==> src/hdl/voxel_grid_trilinear_sampler_core_macros.svh <==
// Assertion macros shared by the voxel grid sampler RTL.
`ifndef VOXEL_GRID_TRILINEAR_SAMPLER_CORE_MACROS_SVH
`define VOXEL_GRID_TRILINEAR_SAMPLER_CORE_MACROS_SVH

`ifndef SYNTHESIS
`define VGTS_ASSERT_IMPLIES(label, clk, rst_n, ante, cons) \
    label: assert property (@(posedge clk) disable iff (!rst_n) (ante) |-> (cons)) \
        else $error("assertion failed: same-cycle implication");
`define VGTS_ASSERT_NEXT(label, clk, rst_n, ante, cons) \
    label: assert property (@(posedge clk) disable iff (!rst_n) (ante) |=> (cons)) \
        else $error("assertion failed: next-cycle implication");
`else
`define VGTS_ASSERT_IMPLIES(label, clk, rst_n, ante, cons)
`define VGTS_ASSERT_NEXT(label, clk, rst_n, ante, cons)
`endif

`endif

==> src/hdl/vgts_fifo.sv <==
// Small register-based FIFO used for the command and result queues.
module vgts_fifo #(
    parameter int WIDTH = 8,
    parameter int DEPTH = 2
) (
    input  logic             i_clk,
    input  logic             i_rst_n,
    input  logic             i_push,
    input  logic [WIDTH-1:0] i_wdata,
    output logic             o_full,
    input  logic             i_pop,
    output logic [WIDTH-1:0] o_rdata,
    output logic             o_empty
);

    localparam int PTR_W = (DEPTH > 1) ? $clog2(DEPTH) : 1;
    localparam int CNT_W = $clog2(DEPTH + 1);
    localparam logic [PTR_W-1:0] LAST_PTR = PTR_W'(DEPTH - 1);
    localparam logic [CNT_W-1:0] FULL_CNT = CNT_W'(DEPTH);

    logic [WIDTH-1:0] r_mem [DEPTH];
    logic [PTR_W-1:0] r_wptr;
    logic [PTR_W-1:0] r_rptr;
    logic [CNT_W-1:0] r_cnt;
    logic             do_push;
    logic             do_pop;

    assign o_full  = (r_cnt == FULL_CNT);
    assign o_empty = (r_cnt == '0);
    assign o_rdata = r_mem[r_rptr];
    assign do_push = i_push && !o_full;
    assign do_pop  = i_pop && !o_empty;

    always_ff @(posedge i_clk) begin
        if (!i_rst_n) begin
            r_wptr <= '0;
            r_rptr <= '0;
            r_cnt  <= '0;
        end else begin
            if (do_push) begin
                r_wptr <= (r_wptr == LAST_PTR) ? '0 : r_wptr + PTR_W'(1);
            end
            if (do_pop) begin
                r_rptr <= (r_rptr == LAST_PTR) ? '0 : r_rptr + PTR_W'(1);
            end
            unique case ({do_push, do_pop})
                2'b10:   r_cnt <= r_cnt + CNT_W'(1);
                2'b01:   r_cnt <= r_cnt - CNT_W'(1);
                default: r_cnt <= r_cnt;
            endcase
        end
    end

    always_ff @(posedge i_clk) begin
        if (do_push) begin
            r_mem[r_wptr] <= i_wdata;
        end
    end

endmodule

==> config.mk <==
export PLATFORM = sky130hd
export DESIGN_NAME = vgts_fifo
export DESIGN_NICKNAME = d
export VERILOG_FILES = /design/src/hdl/voxel_grid_trilinear_sampler_core_macros.svh /design/src/hdl/vgts_fifo.sv
export SDC_FILE = /design/constraint.sdc
export NUM_CORES = 1
export LEC_CHECK = 0
export ABC_AREA = 1
export CAP_MARGIN = 20
export CORE_UTILIZATION = 52
export CTS_CLUSTER_SIZE = 14
export DETAILED_ROUTE_END_ITERATION = 8
export DONT_BUFFER_PORTS = 1
export HOLD_SLACK_MARGIN = 0.12
export MAX_ROUTING_LAYER = met4
export PLACE_DENSITY = 0.75
export SLEW_MARGIN = 30
export SYNTH_ARGS = -nofsm -noshare
export SYNTH_HDL_FRONTEND = slang
export SYNTH_SLANG_ARGS = --single-unit
==> constraint.sdc <==
create_clock -name i_clk -period 1.4 [get_ports i_clk]
set_input_delay 0.07 -clock i_clk [delete_from_list [all_inputs] [get_ports i_clk]]
set_output_delay 0.07 -clock i_clk [all_outputs]
set_load 0.01 [all_outputs]
======== After elaboration in Yosys (flattened, before gate mapping) ========
Memories as Yosys holds them, arrays and structs flattened. A register that Yosys moved wholly into a read port is not among the register bits.
Cells that the tools add are included.
W data, S select, Z words.
word-level totals
  register bits ........................... 4
  bits in latches ......................... 0
  bits in writable memories ............... 16
  ROM bits ................................ 0
  input bits .............................. 12
  output and inout bits ................... 10
  word-level logic and storage cells ...... 24
  memories ................................ 1
cells by class
  add/subtract/negate cells ............... 4
  multipliers ............................. 0
  divide/modulo/power cells ............... 0
  order comparisons ....................... 0
  eq/ne operators ......................... 3
  shift operators ......................... 0
  multiplexer cells ....................... 7
  bitwise gates (word level) .............. 0
  reduce and logical (&&, ||, !) cells .... 6
memory list
  memory  depth  width  rd ports  clocked after Yosys merged registers in  write ports  RTL line         text
  r_mem   2      8      1         1                                        1            vgts_fifo.sv:21  logic [WIDTH-1:0] r_mem [DEPTH];
operators by type and width
  cell                   count
  $mux W1                6
  $eq A2 B2 Y1 const B   2
  $pmux W2 S2            1
  $add A1 B1 Y1 const B  2
  $add A2 B1 Y2 const B  1
  $eq A2 B1 Y1 const B   1
  $logic_and A1 B1 Y1    2
  $logic_not A1 Y1       2
  $logic_not A2 Y1       1
  $reduce_bool A2 Y1     1
  $sub A2 B1 Y2 const B  1

======== Longest topological paths before layout ========
  depth in word-level cells ............... 5
  gate-level depth with buffers ........... 10
  depth with buffers taken out ............ 10

======== Worst setup path after synthesis ========
Ideal clock, no wire load.
  path kind ............................... register to register
  start ................................... register r_cnt[0]
  end ..................................... memory r_mem[0][0] (enable)
  setup time .............................. 0.370 ns
  arrival ................................. 0.990 ns
  data required time ...................... 1.030 ns
  slack ................................... 0.039 ns
  stages on the path, launching flop included .. 5
  path buffers ............................ 0
  period minus slack after synthesis ...... 1.361 ns
  path through ............................ dfxtp_1 > nor2_2 > nor2_2 > inv_1 > nor2_1
on the way
  word-level cells in the longest chain between the ends .. 5
ends and longest elaborated chain
  item                           RTL line         text
  from (decl)                    vgts_fifo.sv:24  logic [CNT_W-1:0] r_cnt;
  from (signal assigned)         vgts_fifo.sv:47  2'b10: r_cnt <= r_cnt + CNT_W'(1);
  from (signal assigned)         vgts_fifo.sv:48  2'b01: r_cnt <= r_cnt - CNT_W'(1);
  from (signal assigned)         vgts_fifo.sv:49  default: r_cnt <= r_cnt;
  $eq A2 B2 Y1                   vgts_fifo.sv:28  assign o_full = (r_cnt == FULL_CNT);
  via o_full                     vgts_fifo.sv:10  output logic o_full,
  $logic_not A1 Y1               vgts_fifo.sv:31  assign do_push = i_push && !o_full;
  $logic_and A1 B1 Y1            vgts_fifo.sv:31
  $mux W1                        vgts_fifo.sv:55  if (do_push) begin
  $mux W1 (not written as such)  vgts_fifo.sv:56  r_mem[r_wptr] <= i_wdata;
  to (decl)                      vgts_fifo.sv:21
The timed path passes the listed nets, and every way through them passes these cells.

======== Worst setup path after layout ========
  start ................................... register r_cnt[1]
  end ..................................... register r_cnt[1]
on the way
  word-level cells in the longest chain between the ends .. 5
  elaborated cells on any way between the ends .. 12
  those cells by class .................... add/sub: 2; eq/ne: 3; mux: 1; reduce/logical: 6
ends and longest elaborated chain
  item                                                      RTL line                          text
  $eq A2 B2 Y1 / $logic_not A2 Y1 (equally long branches)   vgts_fifo.sv:28, vgts_fifo.sv:29
  $logic_not A1 Y1, on equally long branches                vgts_fifo.sv:31, vgts_fifo.sv:32
  $logic_and A1 B1 Y1, on equally long branches             vgts_fifo.sv:31, vgts_fifo.sv:32
  $eq A2 B1 Y1 / $eq A2 B2 Y1 (equally long branches)       vgts_fifo.sv:46                   unique case ({do_push, do_pop})
  $pmux W2 S2 / $reduce_bool A2 Y1 (equally long branches)  n/a
Parallel ways exist; a longest one is shown, timed or not.
A chain may end at the register's enable or synchronous reset.

==> results <==
- The run finished with clean final reports.
- At the worst endpoint, the required time is roughly 1.6 ns.
- By area the synthesized netlist is led by sky130_fd_sc_hd__edfxtp_1 57%, sky130_fd_sc_hd__dfxtp_1 12%, sky130_fd_sc_hd__mux2_2 11%.
- The clock slew seen by the registers of the worst setup and hold paths is 0.11 ns.
- At the later pin of the worst-skew pair, clock insertion delay measures between 0.2 and 0.3 ns.
- Final hold analysis gives a worst-case slack of 0.427 ns.
- Summing over every cut layer, the via total after detailed routing is ~490.
- The largest total area in the synthesized netlist belongs to sky130_fd_sc_hd__edfxtp_1.
- The via count of the first global-routing pass is roughly 480.
- The startpoint identified for the worst hold timing path is i_wdata[1].
- The commonest cells after synthesis are 16 x sky130_fd_sc_hd__edfxtp_1, 9 x sky130_fd_sc_hd__nor2_1, 8 x sky130_fd_sc_hd__mux2_2, 7 x sky130_fd_sc_hd__inv_1, 7 x sky130_fd_sc_hd__nand2_1.
- The startpoint of the most critical register-to-register path is r_cnt[1].
- The power per standard cell area is 1440 nW/um2.
- The average wire length per cell after detail routing is between 10 and 15 um.
- CTS placed an instance of sky130_fd_sc_hd__clkbuf_4 at the clock tree root.
- For this run, the total global-route usage over all layers was measured as 0.155.
- The final-report max-slew violation count came to 0.
- In this run the standard cell core region covers about 1500 um2.
- The number of antenna diodes in the final layout is 0.
- Yosys printed 0 warnings.
- The final layout contains routed wiring with a total length of ~1200 um.
- After synthesis the cells add up to about 840 um2.
- In this run, placement finished with an instance count of 82.
- The placement row count is 14.
- The count of cell types in the netlist is 16.
- The initial utilization of the core area, before any placement, comes to 0.557.
- The synthesized design contains 16 enable-type register cells.
- The die is roughly 42 um tall.
- CTS built an H-tree with a depth of 1.
- The CTS tree is done.
- The worst setup path startpoint is r_cnt[1].
- The setup path with the least slack is of type flip-flop to flip-flop.
- The share of the Yosys chip area taken by registers is 0.692.
- STA classifies the critical path endpoint as a flip-flop.
- Counting the buffers created by CTS gives 3.
- Buffers placed on the I/O ports in this run total 0.
- STA classifies the critical path startpoint as a flip-flop.
- The cell count after synthesis came out at 65.
- Leaving out filler cells and counting taps, the final layout contains 97.
- After synthesis, the share of flip-flops with an asynchronous set or reset is 0.
- The count of endpoints failing hold in the final timing report came to 0.
- At the end of routability-driven placement, the weighted congestion stood at 0.675.
- At the pin with the least slew margin, the transition time is 0.312 ns.
- Of the cells placed in the final design, the portion with a size suffix greater than 1 is 0.333.
- The number of antenna violations at the first check in global routing is 0.
- Of the post-synthesis cell area, the dominant cell type holds 0.572.
- Of the available clock period, the critical path in the final layout requires 0.933.
- Headroom to the max-slew limit came out at 0.792.
- The post-CTS setup-driven buffer insertion count is 0.
- The number of max-capacitance violations reported is 0.
- The worst min-delay path category is primary input to flip-flop.
- The violation count after the first detailed-routing iteration is 10.
- The fmax is between 700 and 800 MHz.
- The clock passes through at most 2 buffers.
- The worst-path maximum fanout is 3.
- Subtracting the final worst setup slack from the clock period gives around 1.3 ns.
- Setup repair after global routing could not meet its margin everywhere.
- The number of sinks handled by clock tree synthesis is 21.
- The first global-routing pass estimated roughly 1900 um of wire.
- The count of unresolved DRC violations after routing is 0.
- The via-per-instance ratio is 5.08.
- Data on the critical path arrives at its endpoint at roughly 1.5 ns.
- Relative to the synthesized area, the layout overhead comes to 22.2%.
- The per-instance average area after synthesis is about 13 um2.
- The overall die width is approximately 42 um.
- Overall power consumption after layout is estimated at roughly 1500 uW.
- 22 I/O pins were placed.
- The largest net degree at the start of global routing is 13.
- The total overflow left after global routing is 0.
- The reported leakage power is around 0.00040 uW.
- Synthesis produced a netlist with a net count of 78.
- The die covers ~1800 um2.
- The number of detailed-routing iterations run before antenna repair is 4.
- The count of antenna-violating nets left after detailed routing is 0.
- Across the VDD grid, the largest voltage drop is between 0.0008 and 0.0009 V.
- The most used flip-flop cell after synthesis is sky130_fd_sc_hd__edfxtp_1.
- The number of endpoints failing setup at the final stage is 0.
- The total of flip-flops plus latches after synthesis is 21.
- At the end of the flow, the number of nets in the layout was 95.
- The clock arrives with ~0.0046 ns of skew.
- Yosys instantiated no cell more often than sky130_fd_sc_hd__edfxtp_1.
## final timing paths
kind	end	slack (ns)	depth (start not counted)
worst max-delay path	r_cnt[1]	0.09	10
worst min-delay path	r_mem[1][1]	0.43	1
worst max register to register	r_cnt[1]	0.09	10
worst min register to register	flip-flop	0.50	2
## critical path, stage by stage (launching register included)
cell and delay [ns]:
sky130_fd_sc_hd__dfxtp_2 0.35, sky130_fd_sc_hd__inv_2 0.07, sky130_fd_sc_hd__nor2_2 0.04, sky130_fd_sc_hd__nor2_2 0.16, sky130_fd_sc_hd__inv_2 0.07, sky130_fd_sc_hd__ha_4 0.27, sky130_fd_sc_hd__inv_1 0.04, sky130_fd_sc_hd__nand2_1 0.05
sky130_fd_sc_hd__nor2_1 0.03, sky130_fd_sc_hd__nor2_1 0.08, sky130_fd_sc_hd__nor2_1 0.05
## final cells by class
type,instances,area [um2]
Sequential cell,21,587
Fill cell,114,480
Multi-Input combinational cell,34,233
Timing Repair Buffer,13,125
Inverter,9,33.8
Clock buffer,3,22.5
Tap cell,16,20.0
Clock inverter,1,5.00
## where the power goes
part / switching [uW] / internal, uW
registers: 54.4 / 772
clock network: 166 / 106
logic: 214 / 169
## repair_timing
item,in CTS,in global routing
hold buffers,11,0
endpoints found under the hold margin,21,0
gates resized for setup,0,7
endpoints found under the setup margin,0,10
## logic make-up (layout without fill, tap and decap cells)
kind of cell | after synthesis | count (layout) | share of synthesized area
simple gates | 23 | 23 | 0.128
fa+ha+maj | 1 | 1 | 0.0149
mux | 8 | 8 | 0.107
buf+inv | 10 | 26 | 0.0462
flops | 21 | 21 | 0.692
compound gates | 2 | 2 | 0.0119
## layout by cell type, fill, tap and decap left out, drive strengths merged
cell         count
clkbuf           3
nand3            1
nor2            13
nand4            1
o21ai            1
a21oi            1
mux2             8
ha               1
clkinv           1
inv              9
edfxtp          16
nand2            8
buf              2
dlygate4sd3     11
dfxtp            5
## registers in the layout (all words and copies together), names as in the netlist, named ones only
register,count
r_mem,16
r_cnt,2
r_rptr,1
r_wptr,1
## through the flow
stage          area (um2)   util  TNS [ns]  setup slack [ns]
3_5_place_dp          870  0.577         0            0.0300
4_1_cts              1010  0.669         0           0.00672
5_1_grt              1030  0.681  -0.00898          -0.00898
6_report             1030  0.681         0            0.0941
2_1_floorplan         840      -         0            0.0392
3_3_place_gp          870  0.577         0            0.0638
## per-layer routing
metal  part of all wire  vias to the layer above  global-route usage  wire [um]
met5                  0                        -                   -          0
met4                  0                        0              0.0750          0
met3              0.046                        0              0.0388         53
met2               0.58                       13               0.283        674
met1               0.37                      227               0.149        431
li1                   -                      253                   -          -
(Power assumes the default switching activity.)
