File: src/hdl/voxel_grid_trilinear_sampler_core_macros.svh
// Assertion macros shared by the voxel grid sampler RTL.
`ifndef VOXEL_GRID_TRILINEAR_SAMPLER_CORE_MACROS_SVH
`define VOXEL_GRID_TRILINEAR_SAMPLER_CORE_MACROS_SVH

`ifndef SYNTHESIS
`define VGTS_ASSERT_IMPLIES(label, clk, rst_n, ante, cons) \
    label: assert property (@(posedge clk) disable iff (!rst_n) (ante) |-> (cons)) \
        else $error("assertion failed: same-cycle implication");
`define VGTS_ASSERT_NEXT(label, clk, rst_n, ante, cons) \
    label: assert property (@(posedge clk) disable iff (!rst_n) (ante) |=> (cons)) \
        else $error("assertion failed: next-cycle implication");
`else
`define VGTS_ASSERT_IMPLIES(label, clk, rst_n, ante, cons)
`define VGTS_ASSERT_NEXT(label, clk, rst_n, ante, cons)
`endif

`endif

File: src/hdl/vgts_pkg.sv
// Shared widths, constants and queue entry types of the voxel grid sampler.
package vgts_pkg;

    localparam int DENS_W    = 16;
    localparam int POS_W     = 14;
    localparam int EXT_W     = 6;
    localparam int CFG_IDX_W = 2;
    localparam int IDX_W     = 8;
    localparam int FRAC_W    = 16;
    localparam int CMD_DEPTH = 2;
    localparam int RES_DEPTH = 2;

    localparam int AXIS_X = 2;
    localparam int AXIS_Y = 1;
    localparam int AXIS_Z = 0;

    typedef struct packed {
        logic                     sample;
        logic [2:0]               lo_ok;
        logic [2:0]               hi_ok;
        logic [IDX_W-1:0]         x0;
        logic [IDX_W-1:0]         x1;
        logic [IDX_W-1:0]         y0;
        logic [IDX_W-1:0]         y1;
        logic [IDX_W-1:0]         z0;
        logic [IDX_W-1:0]         z1;
        logic [FRAC_W-1:0]        fx;
        logic [FRAC_W-1:0]        fy;
        logic [FRAC_W-1:0]        fz;
        logic signed [DENS_W-1:0] density;
    } t_cmd;

    typedef struct packed {
        logic signed [DENS_W-1:0] density;
        logic                     dropped;
    } t_res;

endpackage

File: src/hdl/vgts_front.sv
// Front end: configuration registers and classification of accepted items.
module vgts_front #(
    parameter int MAX_EXTENT    = 32,
    parameter int FRACTION_BITS = 8
) (
    input  logic                                i_clk,
    input  logic                                i_rst_n,
    input  logic                                i_push,
    input  logic                                i_op,
    input  logic signed [vgts_pkg::POS_W-1:0]   i_pos_x,
    input  logic signed [vgts_pkg::POS_W-1:0]   i_pos_y,
    input  logic signed [vgts_pkg::POS_W-1:0]   i_pos_z,
    input  logic signed [vgts_pkg::DENS_W-1:0]  i_new_density,
    input  logic                                i_cfg_we,
    input  logic [vgts_pkg::CFG_IDX_W-1:0]      i_cfg_addr,
    input  logic [vgts_pkg::DENS_W-1:0]         i_cfg_wdata,
    input  logic                                i_q_full,
    output logic                                o_q_push,
    output vgts_pkg::t_cmd                      o_q_data,
    output logic signed [vgts_pkg::DENS_W-1:0]  o_empty_density
);

    localparam int FB = FRACTION_BITS;
    localparam int PW = (FB >= vgts_pkg::POS_W) ? FB + 1 : vgts_pkg::POS_W;
    localparam int CW = PW - FB;
    localparam int AW = $clog2(MAX_EXTENT);
    localparam int LW = ($clog2(MAX_EXTENT + 1) > vgts_pkg::EXT_W) ?
                        $clog2(MAX_EXTENT + 1) : vgts_pkg::EXT_W;
    localparam int KW = ((CW + 1) > (LW + 1)) ? CW + 1 : LW + 1;

    localparam logic [LW-1:0] MAX_LIM = LW'(MAX_EXTENT);
    localparam logic [vgts_pkg::EXT_W-1:0] EXT_RESET = vgts_pkg::EXT_W'(32);

    localparam logic [vgts_pkg::CFG_IDX_W-1:0] CFG_EXTENT_X  = vgts_pkg::CFG_IDX_W'(0);
    localparam logic [vgts_pkg::CFG_IDX_W-1:0] CFG_EXTENT_Y  = vgts_pkg::CFG_IDX_W'(1);
    localparam logic [vgts_pkg::CFG_IDX_W-1:0] CFG_EXTENT_Z  = vgts_pkg::CFG_IDX_W'(2);
    localparam logic [vgts_pkg::CFG_IDX_W-1:0] CFG_EMPTY     = vgts_pkg::CFG_IDX_W'(3);
    localparam logic                           OP_SAMPLE     = 1'b1;

    typedef struct packed {
        logic                          lo_ok;
        logic                          hi_ok;
        logic [vgts_pkg::IDX_W-1:0]    i0;
        logic [vgts_pkg::IDX_W-1:0]    i1;
        logic [vgts_pkg::FRAC_W-1:0]   frac;
    } t_axis;

    logic [vgts_pkg::EXT_W-1:0]         r_ext_x;
    logic [vgts_pkg::EXT_W-1:0]         r_ext_y;
    logic [vgts_pkg::EXT_W-1:0]         r_ext_z;
    logic signed [vgts_pkg::DENS_W-1:0] r_empty;
    t_axis                              ax_x;
    t_axis                              ax_y;
    t_axis                              ax_z;

    function automatic logic [LW-1:0] clamp_ext(input logic [vgts_pkg::EXT_W-1:0] e);
        logic [LW-1:0] ext;
        ext = LW'(e);
        return (ext > MAX_LIM) ? MAX_LIM : ext;
    endfunction

    function automatic logic in_range(input logic signed [KW-1:0] c,
                                      input logic [LW-1:0] lim);
        logic signed [KW-1:0] lim_s;
        lim_s = $signed(KW'(lim));
        return (c >= 0) && (c < lim_s);
    endfunction

    function automatic t_axis classify(input logic signed [vgts_pkg::POS_W-1:0] p,
                                       input logic [LW-1:0] lim);
        logic signed [PW-1:0] pe;
        logic signed [KW-1:0] c0;
        logic signed [KW-1:0] c1;
        t_axis                a;
        pe      = PW'(p);
        c0      = KW'(pe >>> FB);
        c1      = c0 + KW'(1);
        a.lo_ok = in_range(c0, lim);
        a.hi_ok = in_range(c1, lim);
        a.i0    = vgts_pkg::IDX_W'(c0[AW-1:0]);
        a.i1    = vgts_pkg::IDX_W'(c1[AW-1:0]);
        a.frac  = vgts_pkg::FRAC_W'(pe[FB-1:0]);
        return a;
    endfunction

    always_ff @(posedge i_clk) begin
        if (!i_rst_n) begin
            r_ext_x <= EXT_RESET;
            r_ext_y <= EXT_RESET;
            r_ext_z <= EXT_RESET;
            r_empty <= '0;
        end else if (i_cfg_we) begin
            unique case (i_cfg_addr)
                CFG_EXTENT_X: r_ext_x <= i_cfg_wdata[vgts_pkg::EXT_W-1:0];
                CFG_EXTENT_Y: r_ext_y <= i_cfg_wdata[vgts_pkg::EXT_W-1:0];
                CFG_EXTENT_Z: r_ext_z <= i_cfg_wdata[vgts_pkg::EXT_W-1:0];
                CFG_EMPTY:    r_empty <= $signed(i_cfg_wdata);
            endcase
        end
    end

    always_comb begin
        ax_x = classify(i_pos_x, clamp_ext(r_ext_x));
        ax_y = classify(i_pos_y, clamp_ext(r_ext_y));
        ax_z = classify(i_pos_z, clamp_ext(r_ext_z));

        o_q_data.sample                  = (i_op == OP_SAMPLE);
        o_q_data.lo_ok[vgts_pkg::AXIS_X] = ax_x.lo_ok;
        o_q_data.lo_ok[vgts_pkg::AXIS_Y] = ax_y.lo_ok;
        o_q_data.lo_ok[vgts_pkg::AXIS_Z] = ax_z.lo_ok;
        o_q_data.hi_ok[vgts_pkg::AXIS_X] = ax_x.hi_ok;
        o_q_data.hi_ok[vgts_pkg::AXIS_Y] = ax_y.hi_ok;
        o_q_data.hi_ok[vgts_pkg::AXIS_Z] = ax_z.hi_ok;
        o_q_data.x0                      = ax_x.i0;
        o_q_data.x1                      = ax_x.i1;
        o_q_data.y0                      = ax_y.i0;
        o_q_data.y1                      = ax_y.i1;
        o_q_data.z0                      = ax_z.i0;
        o_q_data.z1                      = ax_z.i1;
        o_q_data.fx                      = ax_x.frac;
        o_q_data.fy                      = ax_y.frac;
        o_q_data.fz                      = ax_z.frac;
        o_q_data.density                 = i_new_density;
    end

    assign o_q_push        = i_push && !i_q_full;
    assign o_empty_density = r_empty;

endmodule

File: config.mk
export PLATFORM = sky130hd
export DESIGN_NAME = vgts_front
export DESIGN_NICKNAME = d
export VERILOG_FILES = /design/src/hdl/voxel_grid_trilinear_sampler_core_macros.svh /design/src/hdl/vgts_pkg.sv /design/src/hdl/vgts_front.sv
export SDC_FILE = /design/constraint.sdc
export NUM_CORES = 1
export LEC_CHECK = 0
export BUFFER_PORTS_ARGS = -buffer_cell sky130_fd_sc_hd__buf_4
export CORE_MARGIN = 2
export CORE_UTILIZATION = 30
export DETAILED_ROUTE_END_ITERATION = 7
export SYNTH_ARGS = -nofsm -noshare
export SYNTH_HDL_FRONTEND = slang
export SYNTH_SLANG_ARGS = --single-unit
File: constraint.sdc
create_clock -name i_clk -period 2.91 [get_ports i_clk]
set_input_delay 0.7275 -clock i_clk [delete_from_list [all_inputs] [get_ports i_clk]]
set_output_delay 0.7275 -clock i_clk [all_outputs]
set_load 0.01 [all_outputs]
Yosys cells after proc, flatten, opt, wreduce, memory -nomap -nowiden
Cells that the tools add are included.
{ "classes": {"mux": 3, "reduce_logical": 13, "n_addsub": 3, "n_eq_ne": 3, "n_lt_le_gt_ge": 15} }
{ "ops": {"columns": ["op", "count"], "rows": [
  ["6-bit by 2-bit adder with 7-bit output, second input constant", 3],
  ["7-bit by 1-bit >= comparator with 1-bit output, second input constant", 3],
  ["6-bit by 7-bit less-than comparator with 1-bit output", 3],
  ["7-bit less-than comparator", 3],
  ["6-bit by 1-bit >= comparator with 1-bit output, second input constant", 3],
  ["6-bit > comparator, second input constant", 3],
  ["6-bit 2-to-1 mux", 3],
  ["2-bit AND reduction", 4],
  ["1-bit logical AND", 7],
  ["2-bit equality test, second input constant", 2],
  ["2-bit by 1-bit equality test with 1-bit output, second input constant", 1],
  ["2-bit zero test", 1],
  ["1-bit zero test", 1]
]} }
{ "totals": {"word_cells": 41, "ff_bits": 34, "out_inout_bits": 136, "inputBits": 82} }

Longest topological paths before layout
Gate-level depths: netlist of run 1.
{ "depth": {"depth_word": 4, "mapped_depth": 7, "ltp_nobuf": 7} }

Worst setup path after synthesis of run 1
Ideal clock, no wire load.
{ "synth_timing": {"path_kind": "input to output", "start": "in i_pos_x[8] (netlist name)", "end": "out o_q_data[114] (netlist name)", "required_time_ps": 2183, "t_arrival_ps": 2346, "cell_stages": 7, "path_buffers": 0, "slack_ps": -164, "path_cell_list": "ha_1 > nand3_1 > xnor2_1 > ha_1 > a21o_1 > a221o_1 > a41oi_1"} }
{ "synth_rtl": {"columns": ["item", "line", "source"], "rows": [
  ["from (decl)", "vgts_front.sv:10", "input logic signed [vgts_pkg::POS_W-1:0] i_pos_x,"],
  ["to (decl)", "vgts_front.sv:19", "output vgts_pkg::t_cmd o_q_data,"]
]} }

==> results of run 1 <==
[cell families after synthesis]
family | after synthesis | share of synthesized area
DFF | 34 | 0.2261
buffers and inverters | 113 | 0.2672
xor gates and xnor gates | 12 | 0.03492
muxes | 17 | 0.05652
and+or+nand+nor | 95 | 0.1683
other | 1 | 0.001246
AOI/OAI and AO/OA | 44 | 0.1085
adders and majority gates | 33 | 0.1372
[synth_stat cells (6+ instances only)]
library cell,count
a21boi_0,14
a21o_1,6
a21oi_1,6
buf_4,99
dfxtp_1,34
ha_1,33
inv_1,6
mux2i_1,17
nand2_1,47
nand3_1,10
nand4_1,9
nor2b_1,16
xnor2_1,9
[worst register-to-register path: cells and delay by family, from the launching register on]
family | cells | cell delay (ps)
buffers and inverters | 1 | 230
flip-flops | 1 | 360
AO/OA/AOI/OAI | 1 | 230
[per-layer routing]
layer	wire [µm]	share of wire	up-vias	GRT usage
met2	3451	0.49	92	0.2242
met5	0	0	-	0
met1	2908	0.41	1091	0.1423
met4	166	0.023	0	0.03958
met3	556	0.078	27	0.04261
li1	-	-	1192	-
[state kept, by name, summed over array words and instances, names as in the netlist]
| signal | count |
|---|---|
| o_empty_density | 16 |
| r_ext_x | 6 |
| r_ext_y | 6 |
| r_ext_z | 6 |
[path summary, 6_finish.rpt]
| kind | start | to | slack, ps | cells after the start |
|---|---|---|---|---|
| setup reg to reg | r_ext_x[5] | r_ext_x[5] | 2020 | 2 |
| hold / removal | o_empty_density[8] | o_empty_density[8] | 460 | 2 |
| setup / recovery | i_pos_x[12] | o_q_data[114] | -40 | 8 |
| hold reg to reg | o_empty_density[8] | o_empty_density[8] | 460 | 2 |
[metrics by stage]
stage,power [W],instance area [µm²],hold WS [ps]
floorplan,0.0007983,3244,479.2
global placement,0.0008903,3613,441.5
detailed placement,0.0008983,3613,449.5
CTS,0.001280,3805,460.1
global route,0.001350,3860,500.0
finish,0.001271,3860,456.1
[final cells by class]
cell class                 count  area [µm²]
clock buffer                   6       82.58
sequential                    34       680.7
clock inverter                 2       12.51
timing repair buffer         130        1026
inverter                       9       37.54
fill                         994        5914
multi-input combinational    243        1854
tap                          133       166.4
[where the power goes]
| group | switching, W | total (W) | internal (W) |
|---|---|---|---|
| registers | 0.00000994 | 0.000491 | 0.000481 |
| logic | 0.000199 | 0.000418 | 0.000219 |
| clock network | 0.000172 | 0.000362 | 0.000190 |
| total | 0.000381 | 0.00127 | 0.000891 |
[timing repair]
item,CTS,global route
setup endpoints to repair,3,3
hold buffers,0,0
pin swaps,21,8
gates resized for setup,18,8
setup buffers,2,0
==> impl_metrics.ini, run 1 <==
[timing]
clock_skew_ps = 0
fin_crit_sh = 1.015
timing.final.ws_setup_ps = -44.80
slew_violations = 0
tightest_slew_ps = 684.5
max_freq_mhz = 338.4
rsz0062_at_grt = true
min_period_ps = 2955
finalSetupViolations = 3
finalSetupTns_ps = -82.50
maxSlewHeadroom = 0.5424
hold_violations = 0

[clock_network]
htreeDepth = 2
numCtsBuffers = 5
root_buffer = clkbuf_8
cts_tree = yes
clk_latency_ps = 280
clk_pin_slew_worst_paths_ps = 70
cts.path.max_buffers = 2
cts_sinks = 34

[place]
port_buffers = 93
dpl.hpwl_um = 5577
gp_congestion = 0.7793
place_ws_ps = -167.6
dp.cells = 547

[grt]
grt_max_degree = 35
grt_pass1_wl_um = 11430
grt_usage = 0.1263
antenna_found_initial = 0
grt_overflow = 0
grt_pass1_vias = 2327

[yosys]
synth_ff_type = dfxtp_1
synthTopCellsByArea = buf_4 25%, dfxtp_1 23%, ha_1 14%
ys_types = 32
ys_ff_latch = 34
synth.largest_area_cell = buf_4
synth-edff-count = 0
synth_cells = 349
syn_avg_cell_area_um2 = 8.626
seq_area_frac_synth = 0.2261
syn_area_um2 = 3010
yosys_warnings = 0
yosysTopAreaCellShare = 0.2469
async_flop_share = 0

[routing]
dr_total_vias = 2402
viasPerCell = 4.312
dr.pass1.iters = 4
wl_um = 7083
ant_nets = 0
post_drt_wl_per_cell_um = 12.72
drc = 0
drtIter0Drc = 58

[setup_path]
path_class = input pin to output port
slowest_stage = a221o_1
cp.required_ps = 2180
worstPathArrival_ps = 2230
cp_top_family = compound AO/OA/AOI/OAI gates
cp-end-kind = output port
crit_buf_inv = 2
path_cells = buf_4, and3_1, nand3_1, xnor2_1, ha_1, a221o_1, a41oi_2, buf_4
start_kind = input pin
critical_path.max_fanout = 5
cp_common_cell = buf_4
max_stage_delay_ps = 370

[floorplanning]
pin_count = 218
core_um2 = 9774
die_h_um = 104.2
start_util = 0.3080
die-width_um = 104.2
die_area_um2 = 10850
rows = 36

[hold_path]
hold_class = flop to flop

[finish]
nets = 538
antennaDiodeCount = 0
drive_above_1_share = 0.3939
utilization = 0.3949
mostFrequentLayoutCell = buf_4
layout_common_cells = 123 x buf_4, 47 x nand2_1, 42 x conb_1
stdcell_count = 557
syn_to_final_growth_pct = 28.22

[status]
status = finished with violations
failed_checks = negative setup slack

[power]
ir_drop_mv = 0.2646
p_leak_nw = 1.817
power_density_nw_per_um2 = 329.4

[flow_run]
maxCapViolCount = 0
Power figures use the tool's default switching activity.
==> run 2, diff against run 1 <==
ABC_AREA = 1   (was not set)
==> impl_metrics.ini, run 2 <==
[status]
status = completed

[setup_path]
cp-end-kind = output port
cp.required_ps = 2180
critical_path.max_fanout = 5
slowest_stage = ha_1
path_cells = buf_4, ha_4, nand2_4, nor2_4, xor2_2, ha_1, nand2_1, nand3b_1, nor2_1, nor2_1, buf_4
start_kind = input pin
max_stage_delay_ps = 270
worstPathArrival_ps = 2090
path_class = input pin to output port

[yosys]
synth.largest_area_cell = buf_4
synth_cells = 404
ys_types = 22
synth-edff-count = 0
syn_avg_cell_area_um2 = 7.324
syn_area_um2 = 2959
yosys_warnings = 0
ys_ff_latch = 34
synth_ff_type = dfxtp_1
seq_area_frac_synth = 0.2300
yosysMostFrequentCell = buf_4
synthTopCellsByArea = buf_4 25%, dfxtp_1 23%, ha_1 14%
yosysTopAreaCellShare = 0.2486
async_flop_share = 0
synth_common_cells = 98 x buf_4, 46 x inv_1, 46 x nand2_1, 38 x a21oi_1, 34 x dfxtp_1

[finish]
mostFrequentLayoutCell = buf_4
drive_above_1_share = 0.2697
layout_common_cells = 94 x buf_4, 46 x inv_1, 44 x nand2_1
antennaDiodeCount = 0
nets = 559
fin_area_um2 = 3448
syn_to_final_growth_pct = 16.53
largest_register_ffs = 16

[timing]
timing.final.ws_setup_ps = 91.58
fin_crit_sh = 0.9685
hold_violations = 0
max_freq_mhz = 354.8
finalSetupTns_ps = 0
min_period_ps = 2818
slew_violations = 0
clock_skew_ps = 0
finalSetupViolations = 0

[routing]
dr.pass1.iters = 4
drc = 0
wl_um = 6383
dr_total_vias = 2418
post_drt_wl_per_cell_um = 11.04
viasPerCell = 4.183
ant_nets = 0
drtIter0Drc = 73

[floorplanning]
rows = 36
core_um2 = 9684
pin_count = 218
die-width_um = 103.3
start_util = 0.3056
die_area_um2 = 10670
die_h_um = 103.3

[grt]
antenna_found_initial = 0
grt_overflow = 0
grt_pass1_vias = 2126
grt_usage = 0.1105
grt_max_degree = 33
grt_pass1_wl_um = 9515

[power]
total_power_w = 0.001238
switchingPower_w = 0.0003902
ir_drop_mv = 0.2442
p_sw_frac = 0.3152
power_density_nw_per_um2 = 358.9
power.internal_w = 0.0008476
clkPwrFrac = 0.296
pwr-share-seq = 0.404
p_leak_nw = 1.684
p_comb_frac = 0.299

[place]
gp_congestion = 0.8233
place_ws_ps = 6.489
dpl.hpwl_um = 5042
placed_cell_area_um2 = 3239
port_buffers = 93

[hold_path]
hold_class = flop to flop

[clock_network]
cts_sinks = 34
htreeDepth = 2
root_buffer = clkbuf_8
cts_hold_buf = 0
clk_latency_ps = 280
cts_tree = yes
cts_setup_buffers = 0
clk_pin_slew_worst_paths_ps = 70
cts.path.max_buffers = 2
numCtsBuffers = 5

[flow_run]
maxCapViolCount = 0
==> run 2: cell count changes after synthesis, sizes merged, moves of 5 or more <==
cell	change
inv	+40
a21oi	+32
nor2	+31
o21ai	+27
mux2i	-17
a21boi	-16
nor2b	-16
nand4	-8
xnor2	-8
xor2	+8
o211ai	+5
==> run 2: power by group through the flow <==
stage,Sequential [W],Clock [W],Combinational [W]
2_1_floorplan,0.000515,0,0.000296
3_3_place_gp,0.000511,0,0.000349
3_5_place_dp,0.000511,0,0.000358
4_1_cts,0.000501,0.000382,0.000360
5_1_grt,0.000503,0.000393,0.000418
6_report,0.000501,0.000367,0.000371
==> run 2: per-stage QoR <==
stage               std cells    util  hold WS (ps)
floorplan                 445       -         430.3
global placement          570  0.3345         431.9
detailed placement        570  0.3345         438.4
CTS                       578  0.3443         450.9
global route              578  0.3561         467.5
finish                    578  0.3561         446.8
==> run 2: path summary, 6_finish.rpt <==
| kind | startpoint | endpoint | slack (ps) | depth (start not counted) |
|---|---|---|---|---|
| max | i_pos_z[9] | o_q_data[112] | 90 | 11 |
| min | o_empty_density[15] | o_empty_density[15] | 450 | 2 |
| min reg2reg | o_empty_density[15] | o_empty_density[15] | 450 | 2 |
| max reg2reg | r_ext_z[5] | r_ext_z[5] | 2170 | 2 |
==> run 2: cell type report <==
type,count,area [µm²]
flip-flops and latches,34,680.7
repair buffers,96,728.2
inverters,46,172.7
clock buffers,6,82.58
well taps,133,166.4
multi-input cells,261,1605
fillers,1062,6236
clock inverters,2,12.51
==> run 2: layer usage <==
layer,up-vias,GRT usage,part of all wire
li1,1237,-,-
met1,1073,0.1419,0.45
met2,90,0.1818,0.46
met3,18,0.03159,0.075
met4,0,0.03036,0.011
met5,-,0,0
==> run 2: critical path: cells and delay by family <==
kind	cells	cell delay (ps)
and+or+nand+nor	6	470
adders and majority gates	2	440
buffers and inverters	2	280
xor gates and xnor gates	1	170
==> run 2: kinds of logic (layout without fill, tap and decap cells) <==
family	after synthesis	in the layout	synth area share
simple gates	95	95	0.1353
other cells	1	42	0.001267
compound gates	79	79	0.1429
fa+ha+maj	33	33	0.1395
xor+xnor	12	12	0.03552
buf+inv	150	150	0.3154
flops	34	34	0.2300
==> run 2: what timing repair did <==
action / in CTS / in global routing
endpoints found under the setup margin: 0 / 3
endpoints found under the hold margin: 0 / 0
gates resized for setup: 0 / 22
==> run 3, diff against run 2 <==
CORE_ASPECT_RATIO = 1.25   (was not set)
PLACE_DENSITY_LB_ADDON = 0.2   (was not set)
==> impl_metrics.ini, run 3 (same netlist as run 2, synthesis figures left out) <==
[setup_path]
cp_top_family = adder cells
worstPathArrival_ps = 2080
cp.required_ps = 2180
path_class = input pin to output port
slowest_stage = ha_1
max_stage_delay_ps = 290
crit_buf_inv = 2
start_kind = input pin
critical_path.max_fanout = 5
path_cells = buf_4, ha_4, nand2_4, nor2_2, xor2_1, ha_1, nand2_2, nand3b_1, nor2_1, nor2_1, buf_4
cp-end-kind = output port

[place]
dpl.hpwl_um = 5247
place_ws_ps = 41.86
port_buffers = 93
gp_congestion = 0.7630
placed_cell_area_um2 = 3231

[clock_network]
clk_latency_ps = 270
cts_tree = yes
numCtsBuffers = 5
cts.path.max_buffers = 2
root_buffer = clkbuf_16
clk_pin_slew_worst_paths_ps = 50
htreeDepth = 2
cts_hold_buf = 0
cts_sinks = 34

[finish]
utilization = 0.3634
mostFrequentLayoutCell = buf_4
syn_to_final_growth_pct = 18.01
nets = 560
drive_above_1_share = 0.2725
antennaDiodeCount = 0
largest_register_ffs = 16
fin_area_um2 = 3492
layout_common_cells = 96 x buf_4, 46 x inv_1, 42 x nand2_1, 42 x conb_1, 35 x a21oi_1

[floorplanning]
die-width_um = 92.83
pin_count = 218
start_util = 0.3079
rows = 40
die_area_um2 = 10680
core_um2 = 9609
die_h_um = 115.0

[grt]
grt_usage = 0.1165
grt_pass1_wl_um = 10220
grt_max_degree = 33
grt_pass1_vias = 2246
grt_overflow = 0
antenna_found_initial = 0

[routing]
drtIter0Drc = 46
dr_total_vias = 2435
dr.pass1.iters = 4
ant_nets = 0
viasPerCell = 4.272
post_drt_wl_per_cell_um = 11.51
drc = 0
wl_um = 6563

[timing]
timing.final.ws_setup_ps = 107.3
finalSetupViolations = 0
max_freq_mhz = 356.8
fin_crit_sh = 0.9631
min_period_ps = 2803
clock_skew_ps = 0
slew_violations = 0
hold_violations = 0
finalSetupTns_ps = 0

[power]
ir_drop_mv = 0.1872
p_leak_nw = 1.713
total_power_w = 0.001380
power_density_nw_per_um2 = 395.2

[flow_run]
maxCapViolCount = 0

[status]
status = completed

[hold_path]
hold_class = flop to flop
==> run 3: cell types whose count changed in the layout (fill, tap and decap cells not counted), sizes merged <==
cell and delta:
clkinvlp -1, clkinv -1, buf +1
==> run 3: cell type report <==
class,count,area [µm²]
fillers,1024,6117
flip-flops and latches,34,680.7
repair buffers,97,732.0
inverters,46,172.7
clock buffers,6,138.9
multi-input cells,261,1610
well taps,126,157.7
==> run 3: timing repair <==
| action | 4_1_cts | 5_1_grt |
|---|---|---|
| gates resized for setup | 0 | 22 |
| endpoints found under the setup margin | 0 | 3 |
| buffers inserted | 0 | 1 |
| endpoints found under the hold margin | 0 | 0 |
==> run 3: worst register-to-register path, delay by kind of cell, from the launching register on <==
kind,cells,cell delay [ps]
AO/OA/AOI/OAI,1,180
buffers and inverters,1,130
flip-flops,1,370
==> run 3: worst paths after layout <==
check,startpoint,endpoint,slack [ps],cells after the start
worst max-delay path,i_pos_y[8],o_q_data[113],110,11
worst min register to register,o_empty_density[0],o_empty_density[0],440,2
worst max register to register,r_ext_z[5],r_ext_z[5],2150,2
worst min-delay path,o_empty_density[0],o_empty_density[0],440,2
==> run 3: stage by stage <==
| step | cells | hold WS (ps) |
|---|---|---|
| finish | 570 | 442.5 |
| floorplan | 445 | 430.3 |
| CTS | 569 | 444.6 |
| detailed placement | 563 | 437.0 |
| global placement | 563 | 434.1 |
| global route | 570 | 465.3 |
==> run 3: per-layer routing <==
| layer | up-vias | GRT usage | part of all wire | routed length (µm) |
|---|---|---|---|---|
| met5 | - | 0 | 0 | 0 |
| met4 | 0 | 0.06569 | 0.041 | 269 |
| met3 | 26 | 0.03277 | 0.086 | 566 |
| met2 | 100 | 0.1918 | 0.46 | 3000 |
| met1 | 1077 | 0.1360 | 0.42 | 2726 |
| li1 | 1232 | - | - | - |
==> run 3: report_power, final <==
group          switching (W)  internal (W)  leakage, nW
Combinational       0.000201      0.000171         1.37
Clock               0.000177      0.000330       0.0688
Sequential         0.0000121      0.000490        0.278
Total               0.000389      0.000991         1.71
